File: config.mk
export PLATFORM = sky130hd
export DESIGN_NAME = quadrature_speed_position_estimator_core
export DESIGN_NICKNAME = d
export VERILOG_FILES = /design/src/hw/rtl/qspe_pkg.sv /design/src/hw/rtl/qspe_mul.sv /design/src/hw/rtl/qspe_div.sv /design/src/hw/rtl/quadrature_speed_position_estimator_core.sv
export SDC_FILE = /design/constraint.sdc
export NUM_CORES = 2
export LEC_CHECK = 0
export BUFFER_PORTS_ARGS = -buffer_cell sky130_fd_sc_hd__buf_2
export CAP_MARGIN = 20
export CORE_MARGIN = 8
export CORE_UTILIZATION = 31
export DETAILED_ROUTE_END_ITERATION = 10
export PLACE_DENSITY_LB_ADDON = 0.15
export SYNTH_ARGS = -nofsm -noshare
export SYNTH_HDL_FRONTEND = slang
export SYNTH_SLANG_ARGS = --single-unit
File: constraint.sdc
create_clock -name clk -period 17.9 [get_ports clk]
set_clock_uncertainty 0.05 [all_clocks]
set_input_delay 0.895 -clock clk [delete_from_list [all_inputs] [get_ports clk]]
set_output_delay 0.895 -clock clk [all_outputs]
set_load 0.005 [all_outputs]
File: src/hw/rtl/qspe_pkg.sv
`timescale 1ns / 1ps

package qspe_pkg;

    // Field and register widths.
    localparam int DELTA_W  = 16;
    localparam int VAL_W    = 48;
    localparam int COUNT_W  = 32;
    localparam int PPR_W    = 16;
    localparam int PERIOD_W = 20;
    localparam int CIDX_W   = 4;
    localparam int CDATA_W  = 20;
    localparam int DEN_W    = PPR_W + PERIOD_W;
    localparam int NUM_W    = 64;
    localparam int MUL_W    = 33;
    localparam int PROD_W   = 64;

    // Register indexes on the configuration port.
    localparam logic [CIDX_W-1:0] CFG_PPR    = 4'd0;
    localparam logic [CIDX_W-1:0] CFG_PERIOD = 4'd1;

    localparam logic [PPR_W-1:0]    PPR_RESET    = 16'd1024;
    localparam logic [PERIOD_W-1:0] PERIOD_RESET = 20'd1000;

    // 60e6 us/min * 256 (Q8) / 4 (x4 decoding).
    localparam logic [31:0] SPEED_SCALE = 32'd3840000000;
    // 360 degrees * 256 (Q8) / 4 (x4 decoding).
    localparam logic [15:0] ANGLE_SCALE = 16'd23040;
    // Filter coefficients in Q0.16: 0.854 and 0.0728.
    localparam logic [15:0] COEF_A = 16'd55968;
    localparam logic [15:0] COEF_B = 16'd4771;
    localparam logic [63:0] ROUND_HALF = 64'd32768;

    localparam logic [VAL_W-1:0] VAL_MAX = 48'h7FFF_FFFF_FFFF;
    localparam logic [VAL_W-1:0] VAL_MIN = 48'h8000_0000_0000;

    typedef enum logic [1:0] {
        OP_SAMPLE   = 2'd0,
        OP_POSITION = 2'd1,
        OP_RESET    = 2'd2,
        OP_FILTERED = 2'd3
    } op_t;

    typedef enum logic [1:0] {
        MODE_X4   = 2'd0,
        MODE_X1   = 2'd1,
        MODE_DEG  = 2'd2,
        MODE_ZERO = 2'd3
    } cmode_t;

    // Divider result: sat is set when the quotient is 2^48 or more, or the divisor is zero.
    typedef struct packed {
        logic             sat;
        logic [VAL_W-1:0] quot;
    } div_res_t;

endpackage

File: src/hw/rtl/qspe_mul.sv
`timescale 1ns / 1ps

module qspe_mul (
    input  logic                                clk,
    input  logic signed [qspe_pkg::MUL_W-1:0]   a,
    input  logic signed [qspe_pkg::MUL_W-1:0]   b,
    output logic signed [qspe_pkg::PROD_W-1:0]  p
);
    import qspe_pkg::*;

    logic signed [2*MUL_W-1:0] prod;
    logic signed [PROD_W-1:0]  p_reg;

    // Every use keeps its product inside 64 bits, so the top bits are dropped.
    assign prod = a * b;

    always_ff @(posedge clk)
    begin
        p_reg <= prod[PROD_W-1:0];
    end

    assign p = p_reg;

endmodule

File: src/hw/rtl/qspe_div.sv
`timescale 1ns / 1ps

module qspe_div (
    input  logic                              clk,
    input  logic                              rst_n,
    input  logic                              start,
    input  logic [qspe_pkg::NUM_W-1:0]        num,
    input  logic [qspe_pkg::DEN_W-1:0]        den,
    output logic                              done,
    output qspe_pkg::div_res_t                res
);
    import qspe_pkg::*;

    localparam int CNT_W = $clog2(VAL_W);
    localparam int HI_W  = NUM_W - VAL_W;

    logic               busy_reg, busy_next;
    logic               done_reg, done_next;
    logic               sat_reg, sat_next;
    logic [CNT_W-1:0]   cnt_reg, cnt_next;
    logic [DEN_W:0]     rem_reg, rem_next;
    logic [VAL_W-1:0]   q_reg, q_next;
    logic [DEN_W-1:0]   den_reg, den_next;
    logic [NUM_W-1:0]   biased;
    logic [DEN_W:0]     shifted;
    logic [DEN_W:0]     diff;

    // Rounding to nearest: add half the divisor before dividing.
    assign biased  = num + {{(NUM_W-DEN_W+1){1'b0}}, den[DEN_W-1:1]};
    assign shifted = {rem_reg[DEN_W-1:0], q_reg[VAL_W-1]};
    assign diff    = shifted - {1'b0, den_reg};

    always_comb
    begin
        busy_next = busy_reg;
        done_next = 1'b0;
        sat_next  = sat_reg;
        cnt_next  = cnt_reg;
        rem_next  = rem_reg;
        q_next    = q_reg;
        den_next  = den_reg;
        if (start)
        begin
            den_next = den;
            // A high part at or above the divisor means a quotient of 2^48 or more.
            if ({{(DEN_W+1-HI_W){1'b0}}, biased[NUM_W-1:VAL_W]} >= {1'b0, den})
            begin
                sat_next  = 1'b1;
                done_next = 1'b1;
                q_next    = '0;
            end
            else
            begin
                sat_next  = 1'b0;
                busy_next = 1'b1;
                rem_next  = {{(DEN_W+1-HI_W){1'b0}}, biased[NUM_W-1:VAL_W]};
                q_next    = biased[VAL_W-1:0];
                cnt_next  = CNT_W'(VAL_W - 1);
            end
        end
        else if (busy_reg)
        begin
            if (!diff[DEN_W])
            begin
                rem_next = diff;
                q_next   = {q_reg[VAL_W-2:0], 1'b1};
            end
            else
            begin
                rem_next = shifted;
                q_next   = {q_reg[VAL_W-2:0], 1'b0};
            end
            cnt_next = cnt_reg - 1'b1;
            if (cnt_reg == '0)
            begin
                busy_next = 1'b0;
                done_next = 1'b1;
            end
        end
    end

    always_ff @(posedge clk or negedge rst_n)
    begin
        if (!rst_n)
        begin
            busy_reg <= 1'b0;
            done_reg <= 1'b0;
        end
        else
        begin
            busy_reg <= busy_next;
            done_reg <= done_next;
        end
    end

    always_ff @(posedge clk)
    begin
        sat_reg <= sat_next;
        cnt_reg <= cnt_next;
        rem_reg <= rem_next;
        q_reg   <= q_next;
        den_reg <= den_next;
    end

    assign done     = done_reg;
    assign res.sat  = sat_reg;
    assign res.quot = q_reg;

endmodule

File: src/hw/rtl/quadrature_speed_position_estimator_core.sv
`timescale 1ns / 1ps

// Quadrature encoder speed and position estimator.
// Input items arrive on the s_axis channel: tdata carries the signed x4 count
// delta read from the timer, tuser carries the operation and the position mode.
// Results leave on the m_axis channel as signed Q39.8 values in tdata. A
// sample_speed, read_position or read_filtered item gives one result; a reset
// item clears the count, the previous count and the previous speed, gives
// none and leaves the block ready on the very next cycle.
// The block handles one item at a time and drops s_axis_tready until the item
// is finished. A sample_speed item uses two products on the shared 33x33
// multiplier, a 48-step restoring divide for the rounded speed, six multiplier
// passes for the IIR filter and a rounding step in S_FRND and S_FOUT; an angle
// read uses the two products and the divide. A zero divisor or a quotient that
// overflows skips the divide steps. x4, x1 and zero reads pass through S_PREP,
// a filtered read goes straight to S_EMIT; the input is ready again in the
// cycle the result appears. While the receiver stalls the next item may be
// accepted and worked on, but no new result is loaded until the held one is
// taken. The user must write registers on the always-ready cfg channel only
// while idle; the block does not enforce it. Reset sets 1024 lines, 1000 us.
module quadrature_speed_position_estimator_core (
    input  logic                                clk,
    input  logic                                rst_n,
    input  logic                                s_axis_tvalid,
    output logic                                s_axis_tready,
    input  logic [15:0]                         s_axis_tdata,  // [15:0] timer_delta
    input  logic [3:0]                          s_axis_tuser,  // [1:0] operation, [3:2] pos_mode
    output logic                                m_axis_tvalid,
    input  logic                                m_axis_tready,
    output logic [47:0]                         m_axis_tdata,  // [47:0] value
    input  logic                                cfg_valid,
    output logic                                cfg_ready,
    input  logic [qspe_pkg::CIDX_W-1:0]         cfg_index,
    input  logic [qspe_pkg::CDATA_W-1:0]        cfg_data
);
    import qspe_pkg::*;

    typedef enum logic [3:0] {
        S_IDLE,
        S_PREP,
        S_NUM,
        S_DEN,
        S_DIV_START,
        S_DIV_WAIT,
        S_FILT,
        S_FRND,
        S_FOUT,
        S_EMIT
    } state_t;

    state_t                 state_reg, state_next;
    op_t                    op_reg, op_next;
    cmode_t                 mode_reg, mode_next;
    logic [COUNT_W-1:0]     count_reg, count_next;
    logic [COUNT_W-1:0]     prev_count_reg, prev_count_next;
    logic [VAL_W-1:0]       prev_speed_reg, prev_speed_next;
    logic [VAL_W-1:0]       filt_reg, filt_next;
    logic [PPR_W-1:0]       ppr_reg, ppr_next;
    logic [PERIOD_W-1:0]    period_reg, period_next;
    logic                   neg_reg, neg_next;
    logic [COUNT_W-1:0]     abs_reg, abs_next;
    logic [NUM_W-1:0]       num_reg, num_next;
    logic [VAL_W-1:0]       raw_reg, raw_next;
    logic [VAL_W-1:0]       res_reg, res_next;
    logic signed [PROD_W-1:0] acc_reg, acc_next;
    logic [PROD_W-1:0]      fmag_reg, fmag_next;
    logic [2:0]             fcnt_reg, fcnt_next;
    logic                   out_valid_reg, out_valid_next;
    logic [VAL_W-1:0]       out_data_reg, out_data_next;

    logic signed [MUL_W-1:0]  mul_a, mul_b;
    logic signed [PROD_W-1:0] mul_p;
    logic                     div_start;
    logic                     div_done;
    div_res_t                 div_res;

    logic [COUNT_W-1:0]     delta_ext;
    logic [COUNT_W-1:0]     diff;
    logic [COUNT_W-1:0]     mag_src;
    logic [VAL_W-1:0]       fsel;
    logic [15:0]            fcoef;
    logic signed [PROD_W-1:0] addend;
    logic [PROD_W-1:0]      fsum;
    logic [VAL_W-1:0]       div_val;

    // Saturating sign application for a rounded magnitude.
    function automatic logic [VAL_W-1:0] fmt_val(input logic neg, input logic sat,
                                                 input logic [VAL_W-1:0] q);
        logic [VAL_W-1:0] r;
        if (sat || q[VAL_W-1])
            r = neg ? VAL_MIN : VAL_MAX;
        else
            r = neg ? (VAL_W'(0) - q) : q;
        return r;
    endfunction

    qspe_mul u_mul (
        .clk (clk),
        .a   (mul_a),
        .b   (mul_b),
        .p   (mul_p)
    );

    qspe_div u_div (
        .clk   (clk),
        .rst_n (rst_n),
        .start (div_start),
        .num   (num_reg),
        .den   (mul_p[DEN_W-1:0]),
        .done  (div_done),
        .res   (div_res)
    );

    assign delta_ext = {{(COUNT_W-DELTA_W){s_axis_tdata[DELTA_W-1]}}, s_axis_tdata};
    assign diff      = count_reg - prev_count_reg;
    assign mag_src   = (op_reg == OP_SAMPLE) ? diff : count_reg;

    // Filter terms: a*filtered, b*raw, b*previous; each split into a low
    // unsigned 32-bit half and a high signed 16-bit half.
    always_comb
    begin
        case (fcnt_reg[2:1])
            2'd0:    fsel = filt_reg;
            2'd1:    fsel = raw_reg;
            2'd2:    fsel = prev_speed_reg;
            default: fsel = '0;
        endcase
    end

    assign fcoef  = (fcnt_reg[2:1] == 2'd0) ? COEF_A : COEF_B;
    // An even step count means the product now out of the multiplier is a high half.
    assign addend = fcnt_reg[0] ? mul_p : (mul_p <<< 32);
    assign fsum   = fmag_reg + ROUND_HALF;
    assign div_val = (num_reg == '0) ? '0 : fmt_val(neg_reg, div_res.sat, div_res.quot);

    always_comb
    begin
        state_next      = state_reg;
        op_next         = op_reg;
        mode_next       = mode_reg;
        count_next      = count_reg;
        prev_count_next = prev_count_reg;
        prev_speed_next = prev_speed_reg;
        filt_next       = filt_reg;
        ppr_next        = ppr_reg;
        period_next     = period_reg;
        neg_next        = neg_reg;
        abs_next        = abs_reg;
        num_next        = num_reg;
        raw_next        = raw_reg;
        res_next        = res_reg;
        acc_next        = acc_reg;
        fmag_next       = fmag_reg;
        fcnt_next       = fcnt_reg;
        out_valid_next  = out_valid_reg && !m_axis_tready;
        out_data_next   = out_data_reg;
        mul_a           = '0;
        mul_b           = '0;
        div_start       = 1'b0;

        if (cfg_valid)
        begin
            case (cfg_index)
                CFG_PPR:    ppr_next    = cfg_data[PPR_W-1:0];
                CFG_PERIOD: period_next = cfg_data[PERIOD_W-1:0];
                default:    ;
            endcase
        end

        case (state_reg)
            S_IDLE:
            begin
                if (s_axis_tvalid)
                begin
                    op_next   = op_t'(s_axis_tuser[1:0]);
                    mode_next = cmode_t'(s_axis_tuser[3:2]);
                    case (op_t'(s_axis_tuser[1:0]))
                        OP_RESET:
                        begin
                            count_next      = '0;
                            prev_count_next = '0;
                            prev_speed_next = '0;
                        end
                        OP_FILTERED:
                        begin
                            res_next   = filt_reg;
                            state_next = S_EMIT;
                        end
                        default:
                        begin
                            count_next = count_reg + delta_ext;
                            state_next = S_PREP;
                        end
                    endcase
                end
            end
            S_PREP:
            begin
                neg_next = mag_src[COUNT_W-1];
                abs_next = mag_src[COUNT_W-1] ? (COUNT_W'(0) - mag_src) : mag_src;
                if (op_reg == OP_SAMPLE)
                    state_next = S_NUM;
                else
                begin
                    case (mode_reg)
                        MODE_X4:
                        begin
                            res_next   = {{(VAL_W-COUNT_W-8){count_reg[COUNT_W-1]}},
                                          count_reg, 8'd0};
                            state_next = S_EMIT;
                        end
                        MODE_X1:
                        begin
                            res_next   = {{(VAL_W-COUNT_W-6){count_reg[COUNT_W-1]}},
                                          count_reg, 6'd0};
                            state_next = S_EMIT;
                        end
                        MODE_DEG:
                            state_next = S_NUM;
                        default:
                        begin
                            res_next   = '0;
                            state_next = S_EMIT;
                        end
                    endcase
                end
            end
            S_NUM:
            begin
                mul_a = {1'b0, abs_reg};
                if (op_reg == OP_SAMPLE)
                    mul_b = {1'b0, SPEED_SCALE};
                else
                    mul_b = {17'd0, ANGLE_SCALE};
                state_next = S_DEN;
            end
            S_DEN:
            begin
                num_next = mul_p;
                if (op_reg == OP_SAMPLE)
                begin
                    mul_a = {13'd0, period_reg};
                    mul_b = {17'd0, ppr_reg};
                end
                else
                begin
                    mul_a = {17'd0, ppr_reg};
                    mul_b = MUL_W'(1);
                end
                state_next = S_DIV_START;
            end
            S_DIV_START:
            begin
                div_start  = 1'b1;
                state_next = S_DIV_WAIT;
            end
            S_DIV_WAIT:
            begin
                if (div_done)
                begin
                    if (op_reg == OP_SAMPLE)
                    begin
                        raw_next   = div_val;
                        fcnt_next  = '0;
                        state_next = S_FILT;
                    end
                    else
                    begin
                        res_next   = div_val;
                        state_next = S_EMIT;
                    end
                end
            end
            S_FILT:
            begin
                // Issue product k, accumulate product k-1.
                if (fcnt_reg != 3'd6)
                begin
                    if (fcnt_reg[0])
                        mul_a = {{(MUL_W-16){fsel[VAL_W-1]}}, fsel[VAL_W-1:32]};
                    else
                        mul_a = {1'b0, fsel[31:0]};
                    mul_b = {17'd0, fcoef};
                end
                if (fcnt_reg == 3'd0)
                    acc_next = '0;
                else
                    acc_next = acc_reg + addend;
                fcnt_next = fcnt_reg + 1'b1;
                if (fcnt_reg == 3'd6)
                    state_next = S_FRND;
            end
            S_FRND:
            begin
                neg_next   = acc_reg[PROD_W-1];
                fmag_next  = acc_reg[PROD_W-1] ? (PROD_W'(0) - acc_reg) : acc_reg;
                state_next = S_FOUT;
            end
            S_FOUT:
            begin
                filt_next       = fmt_val(neg_reg, 1'b0, fsum[PROD_W-1:16]);
                prev_speed_next = raw_reg;
                prev_count_next = count_reg;
                res_next        = raw_reg;
                state_next      = S_EMIT;
            end
            S_EMIT:
            begin
                if (!out_valid_reg || m_axis_tready)
                begin
                    out_valid_next = 1'b1;
                    out_data_next  = res_reg;
                    state_next     = S_IDLE;
                end
            end
            default:
                state_next = S_IDLE;
        endcase
    end

    always_ff @(posedge clk or negedge rst_n)
    begin
        if (!rst_n)
        begin
            state_reg      <= S_IDLE;
            count_reg      <= '0;
            prev_count_reg <= '0;
            prev_speed_reg <= '0;
            filt_reg       <= '0;
            ppr_reg        <= PPR_RESET;
            period_reg     <= PERIOD_RESET;
            out_valid_reg  <= 1'b0;
        end
        else
        begin
            state_reg      <= state_next;
            count_reg      <= count_next;
            prev_count_reg <= prev_count_next;
            prev_speed_reg <= prev_speed_next;
            filt_reg       <= filt_next;
            ppr_reg        <= ppr_next;
            period_reg     <= period_next;
            out_valid_reg  <= out_valid_next;
        end
    end

    always_ff @(posedge clk)
    begin
        op_reg       <= op_next;
        mode_reg     <= mode_next;
        neg_reg      <= neg_next;
        abs_reg      <= abs_next;
        num_reg      <= num_next;
        raw_reg      <= raw_next;
        res_reg      <= res_next;
        acc_reg      <= acc_next;
        fmag_reg     <= fmag_next;
        fcnt_reg     <= fcnt_next;
        out_data_reg <= out_data_next;
    end

    assign s_axis_tready = (state_reg == S_IDLE);
    assign m_axis_tvalid = out_valid_reg;
    assign m_axis_tdata  = out_data_reg;
    assign cfg_ready     = 1'b1;

endmodule

==> flow_summary.json <==
{
  "seqPwrFrac": 0.232,
  "cts_buffers": 92,
  "ys_seq_area_frac": 0.283,
  "fmax_mhz": 83.7,
  "ant_nets": 0,
  "p_leak_nw": 37.4,
  "dp_hpwl_mm": 209,
  "tns_ps": 0,
  "irDropWorstVdd_mv": 0.210,
  "fin_crit_sh": 0.667,
  "tightest_slew_ps": 1380,
  "syn_area_mm2": 0.0742,
  "grt-ovfl-total": 0,
  "synth-seq-cells": 755,
  "grt_max_degree": 85,
  "p_comb_frac": 0.630,
  "start_kind": "register",
  "max_stage_delay_ps": 850,
  "required_ps": 18470,
  "hold_viol": 0,
  "synthArstFlopShare": 0.269,
  "clock-sinks": 755,
  "synth_edf_count": 488,
  "grt_pass1_vias": 57700,
  "power.density_mw_per_mm2": 175,
  "gp_congestion": 0.901,
  "die_y_um": 505,
  "finalNonFillerCells": 11200,
  "die_area_mm2": 0.255,
  "drv_slew": 0,
  "cts_buffer_depth": 3,
  "place_ws_ps": 5600,
  "status": "completed",
  "final_nets": 9268,
  "end_kind": "register",
  "worst_skew_pair.late_latency_ps": 750,
  "cp_top_family": "adder cells",
  "p_sw_frac": 0.482,
  "flow.area_growth_from_synthesis_pct": 11.1,
  "cts.clk_slew.worst_paths_ps": 60,
  "htreeDepth": 3,
  "hold_class": "input port to async pin",
  "clkPwrFrac": 0.138,
  "cts_setup_buffers": 0,
  "r2r_end": "u_mul.p[63]$_DFF_P_",
  "synth_ff_type": "edfxtp_1",
  "finalSetupViolCount": 0,
  "yosysUniqueCellTypes": 85,
  "cts-root-buf": "clkbuf_16",
  "dp.cells": 11000,
  "p_int_mw": 7.48,
  "die_w_um": 505,
  "cts_repair_resize_count": 0,
  "ctsHoldBuffers": 0,
  "rsz0062_at_grt": "no",
  "initial_core_util": 0.312,
  "grt_usage": 0.201,
  "holdWs_ps": 67.4,
  "synth_cells": 7787,
  "cp_num_buf_inv": 10,
  "power_switching_mw": 6.97,
  "reg2reg_from": "fcnt_reg[2]$_SDFFCE_PN0P_",
  "finalWirelength_mm": 263,
  "yosysWarnings": 0,
  "pin_count": 100,
  "slew_headroom": 0.0771,
  "rows": 179,
  "num_vias": 57500,
  "fin_crit_ps": 11940,
  "slowest_stage": "edfxtp_1",
  "syn-mean-instance-area_um2": 9.53,
  "coreArea_mm2": 0.238,
  "cts_tree": "done",
  "dr.pass1.iters": 6,
  "vias_per_cell": 5.14,
  "drcViolationCount": 0,
  "grt_antenna_before_repair": 14,
  "worstPathArrival_ps": 12510,
  "drt_iter0_markers": 4571,
  "reg2reg_slack_ps": 5960,
  "routedWlPerCell_um": 23.5,
  "drive_above_1_share": 0.0744,
  "fin_ws_ps": 5960,
  "path_max_fanout": 44,
  "critPathKind": "register to register",
  "grt_pass1_wl_mm": 391,
  "worst_r2r_path_depth": 37,
  "portBuffers": 98,
  "final_cell_mix": "inv_1, fa_1, nor2_1, nand2_1, ha_1",
  "cap_violations": 0,
  "final_common_cell": "inv_1"
}
## routing by layer
layer | global-route usage | wire length (um) | vias up | share of wire
li1 | - | - | 26600 | -
met1 | 0.274 | 117000 | 29000 | 0.44
met2 | 0.334 | 123000 | 1558 | 0.47
met3 | 0.0230 | 12400 | 318 | 0.047
met4 | 0.0677 | 10200 | 4 | 0.039
met5 | 0 | 43 | - | 0.00016
## area by class of cell
cell class                 instances  area (um2)
timing repair buffer             247        1630
sequential                       755       21000
fill                           24400      156000
multi-input combinational       5732       48500
clock inverter                    64         718
tap                             3167        3960
inverter                        1093        4100
antenna                            3        7.51
clock buffer                     109        2440
## metrics by stage
step | instance area, um2 | power, mW | utilization
6_report | 82400 | 14.4 | 0.346
5_1_grt | 82400 | 15.7 | 0.346
4_1_cts | 82400 | 14.5 | 0.346
3_5_place_dp | 79200 | 12.5 | 0.333
3_3_place_gp | 79200 | 12.4 | 0.333
2_1_floorplan | 74600 | 9.60 | -
## cells in the mapped netlist (all sizes together) (27+ instances only)
library cell | instances | share of area
and2 | 74 | 0.0062
and3 | 59 | 0.0050
o31ai | 66 | 0.0067
o21a | 65 | 0.0066
a211oi | 49 | 0.0050
o21bai | 45 | 0.0046
a221oi | 48 | 0.0057
ha | 542 | 0.091
a21o | 205 | 0.021
nor4 | 50 | 0.0042
nor3 | 121 | 0.0082
nor2b | 48 | 0.0040
o21ai | 375 | 0.025
inv | 1091 | 0.055
nand4 | 54 | 0.0046
edfxtp | 488 | 0.20
buf | 37 | 0.0020
mux2i | 87 | 0.012
mux2 | 91 | 0.014
o211ai | 27 | 0.0027
or3 | 46 | 0.0040
a21oi | 372 | 0.025
nand3 | 121 | 0.0082
or2 | 39 | 0.0033
dfxtp | 64 | 0.017
o22ai | 33 | 0.0028
nand2 | 636 | 0.032
nand2b | 89 | 0.0075
a22o | 80 | 0.0094
nor2 | 700 | 0.035
a221o | 48 | 0.0065
clkbuf | 279 | 0.014
xor2 | 163 | 0.019
xnor2 | 284 | 0.034
dfrtp | 196 | 0.066
a31oi | 44 | 0.0037
fa | 756 | 0.20
## worst reg2reg max path: cells and delay by family (launching register included)
kind,cells,cell delay [ps]
buffers and inverters,10,1350
adders and majority gates,9,4220
and+or+nand+nor,6,1520
xor gates and xnor gates,1,130
AOI/OAI and AO/OA,10,3480
muxes,1,270
DFF,1,850
## worst max-delay path by stage
stage                                          from  cells after the start                  end  slack (ps)
after global placement     state_reg[3]$_DFFE_PN0P_                     36  u_mul.p[63]$_DFF_P_        5810
after CTS                  state_reg[3]$_DFFE_PN0P_                     34  u_mul.p[44]$_DFF_P_        5510
after detailed placement   state_reg[3]$_DFFE_PN0P_                     36  u_mul.p[63]$_DFF_P_        5600
after floorplan            state_reg[0]$_DFFE_PN0P_                     35  u_mul.p[63]$_DFF_P_        7140
final                     fcnt_reg[2]$_SDFFCE_PN0P_                     37  u_mul.p[63]$_DFF_P_        5960
after global routing      fcnt_reg[2]$_SDFFCE_PN0P_                     37  u_mul.p[63]$_DFF_P_        5240
## cell families after synthesis
logic type | synth area share
AO/OA/AOI/OAI | 0.142
XOR/XNOR | 0.0528
adder cells (fa/ha/maj) | 0.295
buffers and inverters | 0.0714
flip-flops | 0.283
multiplexers | 0.0255
other | 0.000101
AND/OR/NAND/NOR | 0.129
## power by group through the flow
| stage | Combinational [mW] | Sequential, mW | Clock [mW] |
|---|---|---|---|
| floorplan | 6.56 | 3.05 | 0 |
| global placement | 9.07 | 3.38 | 0 |
| detailed placement | 9.09 | 3.38 | 0 |
| CTS | 9.16 | 3.35 | 2.03 |
| global route | 10.2 | 3.40 | 2.10 |
| finish | 9.10 | 3.36 | 1.99 |
(Power assumes the default switching activity.)
